$ cat config.mk
export PLATFORM = sky130hd
export DESIGN_NAME = vector_distance_unit_top
export DESIGN_NICKNAME = d
export VERILOG_FILES = /design/src/hw/rtl/vdu_pkg.sv /design/src/hw/rtl/vdu_front.sv /design/src/hw/rtl/vdu_queue.sv /design/src/hw/rtl/vdu_back.sv /design/src/hw/rtl/vector_distance_unit_top.sv
export SDC_FILE = /design/constraint.sdc
export NUM_CORES = 1
export LEC_CHECK = 0
export BUFFER_PORTS_ARGS = -buffer_cell sky130_fd_sc_hd__buf_2
export CELL_PAD_IN_SITES_DETAIL_PLACEMENT = 1
export CELL_PAD_IN_SITES_GLOBAL_PLACEMENT = 1
export CORE_UTILIZATION = 56
export DETAILED_ROUTE_END_ITERATION = 8
export PLACE_DENSITY_LB_ADDON = 0.1
export SLEW_MARGIN = 20
export SYNTH_ARGS = -nofsm -noshare
export SYNTH_HDL_FRONTEND = slang
export SYNTH_SLANG_ARGS = --single-unit
$ cat constraint.sdc
create_clock -name clock -period 19.1 [get_ports clock]
set_input_delay 0.955 -clock clock [delete_from_list [all_inputs] [get_ports clock]]
set_output_delay 0.955 -clock clock [all_outputs]
set_load 0.005 [all_outputs]
$ cat src/hw/rtl/vdu_pkg.sv
// Package for the vector distance unit: shared constants, metric codes
// and the back-end state type. No dependencies.
package vdu_pkg;

   // Fixed result width of the distance field
   localparam int DIST_W = 48;

   // Defaults for the top-level parameters
   localparam int COORD_WIDTH_DEF = 16;
   localparam int SUM_WIDTH_DEF   = 48;

   // Entries in the queue between accumulator and root unit
   localparam int QUEUE_DEPTH = 4;

   // Metric codes as held in the select register
   localparam logic METRIC_EUCLID    = 1'b0;
   localparam logic METRIC_MANHATTAN = 1'b1;

   // Back-end sequencer states
   typedef enum logic [1:0] {
      BACK_IDLE,
      BACK_CALC,
      BACK_WRITE
   } back_state_type;

endpackage

$ cat src/hw/rtl/vdu_front.sv
// Front end of the vector distance unit: takes coordinate pairs, forms the
// per-coordinate term and keeps the saturating running sum. Uses vdu_pkg.
module vdu_front import vdu_pkg::*; #(
   parameter int COORD_WIDTH = COORD_WIDTH_DEF,
   parameter int SUM_WIDTH   = SUM_WIDTH_DEF,
   parameter int REQ_W       = ((2 * COORD_WIDTH + 7) / 8) * 8
) (
   input  logic                 clock,
   input  logic                 reset,
   // coordinate channel
   input  logic                 req_tvalid,
   output logic                 req_tready,
   input  logic [REQ_W-1:0]     req_tdata,
   input  logic                 req_tlast,
   // metric select write
   input  logic                 csr_wr_en,
   input  logic                 csr_wr_data,
   // finished sums toward the queue
   output logic                 push_valid,
   input  logic                 push_ready,
   output logic [SUM_WIDTH-1:0] push_sum,
   output logic                 push_sat,
   output logic                 push_mode
);

   localparam int TERM_W = 2 * COORD_WIDTH;
   localparam int ACC_W  = ((SUM_WIDTH > TERM_W) ? SUM_WIDTH : TERM_W) + 1;

   logic                    metric_ff;
   logic                    v1_ff, last1_ff, mode1_ff;
   logic [COORD_WIDTH-1:0]  mag1_ff, mag1_in;
   logic                    v2_ff, last2_ff, mode2_ff;
   logic [TERM_W-1:0]       term2_ff, term2_in;
   logic [SUM_WIDTH-1:0]    sum_ff, sum_in;
   logic                    sat_ff, sat_in;
   logic                    advance;
   logic                    accept;
   logic signed [COORD_WIDTH:0] diff;
   logic [ACC_W-1:0]        total;
   logic                    over;

   // Stall the whole pipe only when a finished sum cannot enter the queue
   assign advance    = !(v2_ff && last2_ff && !push_ready);
   assign req_tready = advance;
   assign accept     = req_tvalid && advance;

   // Hold the metric select register
   always_ff @(posedge clock) begin
      if (reset) begin
         metric_ff <= METRIC_EUCLID;
      end else if (csr_wr_en) begin
         metric_ff <= csr_wr_data;
      end
   end

   // Stage 1: difference and magnitude
   always_comb begin
      diff = $signed({req_tdata[COORD_WIDTH-1], req_tdata[COORD_WIDTH-1:0]})
           - $signed({req_tdata[2*COORD_WIDTH-1], req_tdata[2*COORD_WIDTH-1:COORD_WIDTH]});
      if (diff[COORD_WIDTH]) begin
         mag1_in = COORD_WIDTH'(-diff);
      end else begin
         mag1_in = diff[COORD_WIDTH-1:0];
      end
   end

   // Stage 2: square or pass the magnitude
   always_comb begin
      if (mode1_ff == METRIC_MANHATTAN) begin
         term2_in = TERM_W'(mag1_ff);
      end else begin
         term2_in = TERM_W'(mag1_ff) * TERM_W'(mag1_ff);
      end
   end

   // Advance the pipeline registers
   always_ff @(posedge clock) begin
      if (reset) begin
         v1_ff <= 1'b0;
         v2_ff <= 1'b0;
      end else if (advance) begin
         v1_ff <= accept;
         v2_ff <= v1_ff;
      end
   end

   always_ff @(posedge clock) begin
      if (advance) begin
         mag1_ff  <= mag1_in;
         last1_ff <= req_tlast;
         mode1_ff <= metric_ff;
         term2_ff <= term2_in;
         last2_ff <= last1_ff;
         mode2_ff <= mode1_ff;
      end
   end

   // Saturating add of the term into the running sum
   always_comb begin
      total = ACC_W'(sum_ff) + ACC_W'(term2_ff);
      over  = total > ACC_W'({SUM_WIDTH{1'b1}});
      if (over) begin
         push_sum = {SUM_WIDTH{1'b1}};
      end else begin
         push_sum = total[SUM_WIDTH-1:0];
      end
      push_sat   = sat_ff || over;
      push_mode  = mode2_ff;
      push_valid = v2_ff && last2_ff;
      sum_in     = sum_ff;
      sat_in     = sat_ff;
      if (v2_ff && advance) begin
         if (last2_ff) begin
            sum_in = '0;
            sat_in = 1'b0;
         end else begin
            sum_in = push_sum;
            sat_in = push_sat;
         end
      end
   end

   always_ff @(posedge clock) begin
      if (reset) begin
         sum_ff <= '0;
         sat_ff <= 1'b0;
      end else begin
         sum_ff <= sum_in;
         sat_ff <= sat_in;
      end
   end

endmodule

$ cat src/hw/rtl/vdu_queue.sv
// Short queue of finished sums between the accumulator and the root unit.
// Uses vdu_pkg for its depth.
module vdu_queue import vdu_pkg::*; #(
   parameter int SUM_WIDTH = SUM_WIDTH_DEF
) (
   input  logic                 clock,
   input  logic                 reset,
   input  logic                 push_valid,
   output logic                 push_ready,
   input  logic [SUM_WIDTH-1:0] push_sum,
   input  logic                 push_sat,
   input  logic                 push_mode,
   output logic                 pop_valid,
   input  logic                 pop_en,
   output logic [SUM_WIDTH-1:0] pop_sum,
   output logic                 pop_sat,
   output logic                 pop_mode
);

   localparam int PTR_W = $clog2(QUEUE_DEPTH);
   localparam int CNT_W = PTR_W + 1;

   logic [SUM_WIDTH-1:0] sum_mem [QUEUE_DEPTH];
   logic                 sat_mem [QUEUE_DEPTH];
   logic                 mode_mem [QUEUE_DEPTH];
   logic [PTR_W-1:0]     wr_ptr_ff, rd_ptr_ff;
   logic [CNT_W-1:0]     count_ff, count_in;
   logic                 do_push, do_pop;

   assign push_ready = count_ff != CNT_W'(QUEUE_DEPTH);
   assign pop_valid  = count_ff != '0;
   assign do_push    = push_valid && push_ready;
   assign do_pop     = pop_en && pop_valid;
   assign pop_sum    = sum_mem[rd_ptr_ff];
   assign pop_sat    = sat_mem[rd_ptr_ff];
   assign pop_mode   = mode_mem[rd_ptr_ff];

   // Track the fill level
   always_comb begin
      count_in = count_ff;
      if (do_push && !do_pop) begin
         count_in = count_ff + 1'b1;
      end else if (do_pop && !do_push) begin
         count_in = count_ff - 1'b1;
      end
   end

   always_ff @(posedge clock) begin
      if (reset) begin
         wr_ptr_ff <= '0;
         rd_ptr_ff <= '0;
         count_ff  <= '0;
      end else begin
         count_ff <= count_in;
         if (do_push) begin
            wr_ptr_ff <= wr_ptr_ff + 1'b1;
         end
         if (do_pop) begin
            rd_ptr_ff <= rd_ptr_ff + 1'b1;
         end
      end
   end

   // Write the entry storage
   always_ff @(posedge clock) begin
      if (do_push) begin
         sum_mem[wr_ptr_ff]  <= push_sum;
         sat_mem[wr_ptr_ff]  <= push_sat;
         mode_mem[wr_ptr_ff] <= push_mode;
      end
   end

endmodule

$ cat src/hw/rtl/vdu_back.sv
// Back end of the vector distance unit: iterative integer square root, one
// root bit per cycle, and the result register. Uses vdu_pkg.
module vdu_back import vdu_pkg::*; #(
   parameter int SUM_WIDTH = SUM_WIDTH_DEF
) (
   input  logic                 clock,
   input  logic                 reset,
   input  logic                 pop_valid,
   output logic                 pop_en,
   input  logic [SUM_WIDTH-1:0] pop_sum,
   input  logic                 pop_sat,
   input  logic                 pop_mode,
   output logic                 rsp_tvalid,
   input  logic                 rsp_tready,
   output logic [DIST_W-1:0]    rsp_tdata,
   output logic                 rsp_tuser
);

   localparam int STEPS = (SUM_WIDTH + 1) / 2;
   localparam int RAD_W = 2 * STEPS;
   localparam int REM_W = STEPS + 2;
   localparam int CNT_W = $clog2(STEPS);

   back_state_type       state_ff, state_in;
   logic [RAD_W-1:0]     rad_ff, rad_in;
   logic [STEPS-1:0]     root_ff, root_in;
   logic [REM_W-1:0]     rem_ff, rem_in;
   logic [CNT_W-1:0]     cnt_ff, cnt_in;
   logic                 sat_ff, sat_in;
   logic                 mode_ff, mode_in;
   logic                 out_valid_ff, out_valid_in;
   logic [DIST_W-1:0]    dist_ff, dist_in;
   logic                 ovf_ff, ovf_in;
   logic [REM_W-1:0]     rem_shift, trial;
   logic                 out_free;
   logic [DIST_W+RAD_W-1:0] sum_wide;
   logic [DIST_W+STEPS-1:0] root_wide;

   assign out_free   = !out_valid_ff || rsp_tready;
   assign rsp_tvalid = out_valid_ff;
   assign rsp_tdata  = dist_ff;
   assign rsp_tuser  = ovf_ff;

   // One restoring root step: bring down two radicand bits, try 4r+1
   assign rem_shift = {rem_ff[STEPS-1:0], rad_ff[RAD_W-1:RAD_W-2]};
   assign trial     = {root_ff, 2'b01};

   // Fit the sum or the root into the distance field
   assign sum_wide  = {{DIST_W{1'b0}}, rad_ff};
   assign root_wide = {{DIST_W{1'b0}}, root_ff};

   // Sequence pop, root iterations and result load
   always_comb begin
      state_in     = state_ff;
      rad_in       = rad_ff;
      root_in      = root_ff;
      rem_in       = rem_ff;
      cnt_in       = cnt_ff;
      sat_in       = sat_ff;
      mode_in      = mode_ff;
      out_valid_in = out_valid_ff && !rsp_tready;
      dist_in      = dist_ff;
      ovf_in       = ovf_ff;
      pop_en       = 1'b0;
      unique case (state_ff)
         BACK_IDLE: begin
            if (pop_valid) begin
               pop_en  = 1'b1;
               rad_in  = RAD_W'(pop_sum);
               root_in = '0;
               rem_in  = '0;
               cnt_in  = '0;
               sat_in  = pop_sat;
               mode_in = pop_mode;
               if (pop_mode == METRIC_MANHATTAN) begin
                  state_in = BACK_WRITE;
               end else begin
                  state_in = BACK_CALC;
               end
            end
         end
         BACK_CALC: begin
            rad_in = {rad_ff[RAD_W-3:0], 2'b00};
            if (rem_shift >= trial) begin
               rem_in  = rem_shift - trial;
               root_in = {root_ff[STEPS-2:0], 1'b1};
            end else begin
               rem_in  = rem_shift;
               root_in = {root_ff[STEPS-2:0], 1'b0};
            end
            cnt_in = cnt_ff + 1'b1;
            if (cnt_ff == CNT_W'(STEPS - 1)) begin
               state_in = BACK_WRITE;
            end
         end
         BACK_WRITE: begin
            if (out_free) begin
               out_valid_in = 1'b1;
               ovf_in       = sat_ff;
               if (mode_ff == METRIC_MANHATTAN) begin
                  dist_in = sum_wide[DIST_W-1:0];
               end else begin
                  dist_in = root_wide[DIST_W-1:0];
               end
               state_in = BACK_IDLE;
            end
         end
         default: begin
            state_in = BACK_IDLE;
         end
      endcase
   end

   always_ff @(posedge clock) begin
      if (reset) begin
         state_ff     <= BACK_IDLE;
         out_valid_ff <= 1'b0;
      end else begin
         state_ff     <= state_in;
         out_valid_ff <= out_valid_in;
      end
   end

   always_ff @(posedge clock) begin
      rad_ff  <= rad_in;
      root_ff <= root_in;
      rem_ff  <= rem_in;
      cnt_ff  <= cnt_in;
      sat_ff  <= sat_in;
      mode_ff <= mode_in;
      dist_ff <= dist_in;
      ovf_ff  <= ovf_in;
   end

endmodule

$ cat src/hw/rtl/vector_distance_unit_top.sv
// Top level of the vector distance unit: front accumulator, sum queue and
// square-root back end. Depends on vdu_pkg, vdu_front, vdu_queue, vdu_back.
//
// Usage: stream the coordinate pairs of two vectors on the req_ channel, one
// transaction per coordinate, req_tlast on the final one. Each pair of vectors
// gives one transaction on rsp_: the distance in rsp_tdata and the saturation
// flag in rsp_tuser. csr_wr_en/csr_wr_data set the metric (0 Euclidean,
// 1 Manhattan); write it only while the block is idle.
// Throughput: one coordinate per cycle on the input while req_tready is
// high. The accumulator is a three-stage pipe (magnitude, square, add). The
// root unit after the queue produces one root bit per cycle for a Euclidean
// result and passes a Manhattan sum straight to the result register.
// A four-entry queue holds finished sums, so vectors of several coordinates
// keep the input at full rate while roots are taken.
// Reset clears the sum, the flag, the queue, the output and the metric.
// When the receiver stalls the result holds in its register; once the queue
// fills too, req_tready drops until room opens.
module vector_distance_unit_top import vdu_pkg::*; #(
   parameter int COORD_WIDTH = COORD_WIDTH_DEF,
   parameter int SUM_WIDTH   = SUM_WIDTH_DEF,
   parameter int REQ_W       = ((2 * COORD_WIDTH + 7) / 8) * 8
) (
   input  logic              clock,
   input  logic              reset,
   input  logic              req_tvalid,
   output logic              req_tready,
   input  logic [REQ_W-1:0]  req_tdata,   // coord_a, coord_b, zero fill
   input  logic              req_tlast,   // last_element
   output logic              rsp_tvalid,
   input  logic              rsp_tready,
   output logic [DIST_W-1:0] rsp_tdata,   // distance
   output logic              rsp_tuser,   // overflow
   input  logic              csr_wr_en,
   input  logic              csr_wr_data  // metric_select
);

   logic                 push_valid, push_ready, push_sat, push_mode;
   logic [SUM_WIDTH-1:0] push_sum;
   logic                 pop_valid, pop_en, pop_sat, pop_mode;
   logic [SUM_WIDTH-1:0] pop_sum;

   // Accumulate terms
   vdu_front #(
      .COORD_WIDTH (COORD_WIDTH),
      .SUM_WIDTH   (SUM_WIDTH),
      .REQ_W       (REQ_W)
   ) u_front (
      .clock       (clock),
      .reset       (reset),
      .req_tvalid  (req_tvalid),
      .req_tready  (req_tready),
      .req_tdata   (req_tdata),
      .req_tlast   (req_tlast),
      .csr_wr_en   (csr_wr_en),
      .csr_wr_data (csr_wr_data),
      .push_valid  (push_valid),
      .push_ready  (push_ready),
      .push_sum    (push_sum),
      .push_sat    (push_sat),
      .push_mode   (push_mode)
   );

   // Buffer finished sums
   vdu_queue #(
      .SUM_WIDTH (SUM_WIDTH)
   ) u_queue (
      .clock      (clock),
      .reset      (reset),
      .push_valid (push_valid),
      .push_ready (push_ready),
      .push_sum   (push_sum),
      .push_sat   (push_sat),
      .push_mode  (push_mode),
      .pop_valid  (pop_valid),
      .pop_en     (pop_en),
      .pop_sum    (pop_sum),
      .pop_sat    (pop_sat),
      .pop_mode   (pop_mode)
   );

   // Take roots and drive the result
   vdu_back #(
      .SUM_WIDTH (SUM_WIDTH)
   ) u_back (
      .clock      (clock),
      .reset      (reset),
      .pop_valid  (pop_valid),
      .pop_en     (pop_en),
      .pop_sum    (pop_sum),
      .pop_sat    (pop_sat),
      .pop_mode   (pop_mode),
      .rsp_tvalid (rsp_tvalid),
      .rsp_tready (rsp_tready),
      .rsp_tdata  (rsp_tdata),
      .rsp_tuser  (rsp_tuser)
   );

endmodule
; ---- After elaboration in Yosys (flattened, before gate mapping)
; Memories as Yosys holds them, arrays and structs flattened. A register that Yosys moved wholly into a read port is not among the register bits.
; Index checks and enable logic that the tools add are counted.
[classes]
multipliers = 1
reduce_logical = 25
add_sub_neg = 9
mux = 33
n_eq_ne = 7
order_cmp = 2
[ops]
columns = cell, count
row1 = two-way mux 48 bit, 3
row2 = two-way mux 24 bit, 4
row3 = one-hot mux 24 bit (2 select lines), 2
row4 = one-hot mux 48 bit (2 select lines), 1
row5 = adder 48 x 32 -> 49 bit, 1
row6 = "greater-than comparator 49 x 48 -> 1 bit, second input constant", 1
row7 = multiplier 16 x 16 -> 32 bit, 1
row8 = two-way mux 16 bit, 2
row9 = greater-or-equal comparator 26 bit, 1
row10 = subtractor 24 bit, 1
row11 = subtractor 16 x 16 -> 17 bit, 1
row12 = two-way mux 2 bit, 8
row13 = negator 16 bit, 1
row14 = one-hot mux 5 bit (2 select lines), 1
row15 = logical AND 1 bit, 9
row16 = two-way mux 1 bit, 8
row17 = zero test 1 bit, 6
row18 = two-way mux 3 bit, 2
row19 = one-hot mux 2 bit (3 select lines), 1
row20 = AND reduction 2 bit, 3
row21 = "adder 5 x 1 -> 5 bit, second input constant", 1
row22 = "== test 5 bit, second input constant", 1
row23 = two-way mux 5 bit, 1
row24 = "adder 2 x 1 -> 2 bit, second input constant", 2
row25 = other kinds (12), 15
[totals]
ram_bits = 200
regBits = 265
out_inout_bits = 51
memories = 3
[memory_table]
columns = memory, words, width, read_ports, rd_clocked_by_memory_dff, write_ports, line_no
row1 = u_queue.sum_mem, 4, 48, 1, 1, 1, vdu_queue.sv:23  ; logic [SUM_WIDTH-1:0] sum_mem [QUEUE_DEPTH];
row2 = u_queue.mode_mem, 4, 1, 1, 1, 1, vdu_queue.sv:25  ; logic mode_mem [QUEUE_DEPTH];
row3 = u_queue.sat_mem, 4, 1, 1, 1, 1, vdu_queue.sv:24  ; logic sat_mem [QUEUE_DEPTH];

; ---- Longest topological paths before layout
[logic_depth]
ltp_word = 7
depth_mapped = 25

; ---- Modules after synthesis
; A second synthesis with hierarchy kept.
[unflattened]
hier_cells = 2673
hier_area_um2 = 29901.2
[modules_own_cells]
columns = mod, area_each_um2, cells_each, seq_area_each_um2, n_inst
row1 = vdu_front, 14437.6, 1634, 2602.5, 1
row2 = vdu_queue, 7737.4, 310, 6185.9, 1
row3 = vdu_back, 7726.2, 729, 4624.4, 1

; ---- Worst setup path after synthesis
; Ideal clock, no wire load.
[synth_path]
kind = reg-to-reg
start = register u_front.mag1_ff[4]
end = register u_front.term2_ff[24] (data pin)
setup_slack_ps = 12584
period_less_slack_ps = 6516
setup_ps = 260
n_path_buf = 2
t_arrival_ps = 6256
required_time_ps = 18840
stages_incl_launch_ff = 22
cell_sequence = edfxtp_1 -> clkbuf_1 -> clkbuf_1 -> nand2_1 -> fa_1 -> fa_1 -> inv_1 -> fa_1 -> fa_1 -> fa_1 -> inv_1 -> fa_1 -> inv_1 -> ha_1 -> a21oi_1 -> nor2_1 -> a211oi_1 -> o31ai_1 -> o31ai_1 -> o21ai_0 -> a31oi_1 -> mux2_2
[synth_via]
elab_chain_cells = 1
[synth_rtl]
columns = item, line_no
row1 = from (decl), vdu_front.sv:31  ; logic [COORD_WIDTH-1:0] mag1_ff, mag1_in;
row2 = from (signal assigned), vdu_front.sv:89  ; mag1_ff <= mag1_in;
row3 = multiplier 16 x 16 -> 32 bit, vdu_front.sv:72  ; term2_in = TERM_W'(mag1_ff) * TERM_W'(mag1_ff);
row4 = to (signal assigned), vdu_front.sv:92  ; term2_ff <= term2_in;
row5 = to (decl), vdu_front.sv:33  ; logic [TERM_W-1:0] term2_ff, term2_in;
; Every way passes these cells.
; A chain may end at the register's enable or synchronous reset.

; ---- Worst setup path in the final report
[layout_path]
start = register u_front.mag1_ff[2]
end = register u_front.term2_ff[24] (data pin)
; The elaborated chain is that of the path after synthesis.

==> impl_metrics.tcl <==
set metrics [dict create \
    slowest_delay_ns 0.69 \
    rsz0062_at_grt "no" \
    setup_violations 0 \
    drtIter0Drc 1084 \
    layout-drive-gt1-share_pct 9.81 \
    worst-path-buf-inv 5 \
    ant_nets 0 \
    initial_utilization_pct 57.0 \
    num_rows 83 \
    core-area_um2 51500 \
    clock_latency_ns 0.61 \
    cts_hold_buf 0 \
    grt_use_total_pct 27.8 \
    antenna_found_initial 0 \
    cts-root-buf "clkbuf_16" \
    max-clock-path-buffers 3 \
    crit_family "adder cells" \
    synth_area_um2 29400 \
    drv_cap 0 \
    gp_congestion 0.905 \
    grt_pass1_vias 21800 \
    fin_util_pct 62.4 \
    clock_sinks 468 \
    synth-edff-count 404 \
    async_reset_ff_share_pct 0 \
    vias_per_cell 5.74 \
    slew_headroom_pct 33.5 \
    cts_max_level 2 \
    synth.distinct_cells 71 \
    cp-end-kind "flip-flop" \
    path_clk_slew_ns 0.06 \
    yosysMostFrequentCell "edfxtp_1" \
    cp.required_ns 19.45 \
    cts_resized 0 \
    drtPass1Iterations 5 \
    numPortBuffers 89 \
    finalNetCount 3086 \
    max_freq_mhz 136 \
    placed_area_um2 30500 \
    synth_top_area_share_pct 41.3 \
    ios 90 \
    grt_first_pass_wirelength_um 116000 \
    critPathKind "reg -> reg" \
    syn_avg_cell_area_um2 11.1 \
    diodes 0 \
    num_vias 19600 \
    grt_overflow_total 0 \
    synth_seq_area_share_pct 45.7 \
    cts_tree "yes" \
    period_needed_ns 7.34 \
    netlist_instances 2637 \
    ys_warn_count 0 \
    postLayoutCellArea_um2 32100 \
    dieArea_um2 53400 \
    timing_hold_violations_final 0 \
    startpoint_type "flip-flop" \
    cp.arrival_ns 7.69 \
    synth_seq_cells 468 \
    outcome "finished clean" \
    synth_largest_area_cell "edfxtp_1" \
    die_x_um 231 \
    cts_setup_buffers 0 \
    slowest_stage "edfxtp_1" \
    drc 0 \
    crit_chain "nand2_1, inv_1, fa_1, inv_1, fa_1, inv_1, ha_1, fa_1, fa_1, inv_1, fa_1, inv_1, ha_1, a2111oi_0, o21ai_0, a31oi_1, o31ai_1, o31ai_1, o21ai_0, a31oi_1, mux2_2" \
    worstMarginPinSlew_ns 0.998 \
    die_h_um 231 \
    grt_max_degree 86 \
    tns_ns 0 \
    finClkSkew_ns 0.0145 \
    synth_nets 3023 \
    hp-class "reg -> reg" \
    place_hpwl_um 52800 \
    drt-total-wl_um 72200 \
    slew_violations 0 \
    synth_common_cells "404 x edfxtp_1, 356 x nand2_1, 328 x inv_1, 181 x ha_1, 171 x nor2_1" \
    area_growth_pct 9.46 \
    cts_buffers 51 \
    drt-wirelength-per-cell_um 21.1 \
    cp_max_fo 18 \
    ys_top_cells_by_area "edfxtp_1 41%, fa_1 11%, ha_1 7.7%" \
    synth_flop_cell "edfxtp_1" \
    post-route-period-util_pct 38.4 \
]
==> final timing paths <==
kind                                         start  cells past startpoint  slack [ns]                   end
worst min-delay path              u_front.last1_ff                      0        0.43      u_front.last2_ff
worst max-delay path            u_front.mag1_ff[2]                     21       11.76  u_front.term2_ff[24]
worst min register to register    u_front.last1_ff                      0        0.43      u_front.last2_ff
worst max register to register  u_front.mag1_ff[2]                     21       11.76  u_front.term2_ff[24]
==> state kept, by name (all words and copies together), names as in the netlist, 2 cells and up, named ones only <==
name	count
u_front.term2_ff	32
u_back.rem_ff	24
u_back.rsp_tdata	48
u_back.rad_ff	48
u_front.sum_ff	48
u_back.state_ff	2
u_back.root_ff	24
u_back.cnt_ff	5
u_queue.sum_mem	192
u_queue.count_ff	3
u_queue.wr_ptr_ff	2
u_queue.rd_ptr_ff	2
u_queue.mode_mem	4
u_front.mag1_ff	16
u_queue.sat_mem	4
==> cells by family after synthesis <==
family | synth area share [%]
flip-flops | 45.7
AND/OR/NAND/NOR | 11.8
adder cells (fa/ha/maj) | 19.0
buffers and inverters | 5.48
XOR/XNOR | 3.69
multiplexers | 5.03
AO/OA/AOI/OAI | 9.32
==> per-stage QoR <==
| stage | hold slack (ns) | cells | worst slack, ns |
|---|---|---|---|
| after floorplan | 0.400 | 2637 | 12.58 |
| after global placement | 0.401 | 3327 | 11.99 |
| after detailed placement | 0.421 | 3327 | 11.87 |
| after CTS | 0.433 | 3422 | 11.75 |
| after global routing | 0.445 | 3422 | 11.35 |
| final | 0.429 | 3422 | 11.76 |
==> per-layer routing <==
layer	global-route usage, %	share of wire, %	wire (µm)
met1	34.3	41	29900
met2	50.4	52	37700
met3	3.29	3.6	2570
met4	9.31	2.9	2070
met5	0	0	0
==> layout make-up <==
cell class / count / area, µm²
Clock inverter: 22 / 228
Timing Repair Buffer: 108 / 592
Fill cell: 5366 / 19400
Multi-Input combinational cell: 1743 / 14400
Inverter: 328 / 1230
Sequential cell: 468 / 13400
Clock buffer: 73 / 1440
Tap cell: 680 / 851
==> layout by cell type, fill, tap and decap left out, types with 42 or more instances in the layout <==
cell	n
xor2_1	56
and2_1	81
buf_2	89
xnor2_1	65
nor2_1	169
clkbuf_16	53
o21ai_0	96
nand2_1	354
ha_1	181
dfxtp_1	62
fa_1	166
a21o_1	42
inv_1	328
edfxtp_1	404
mux4_2	50
a21oi_1	104
Power is not shown: default switching activity piles up to over one toggle a cycle in this logic, so the estimate is an artifact.
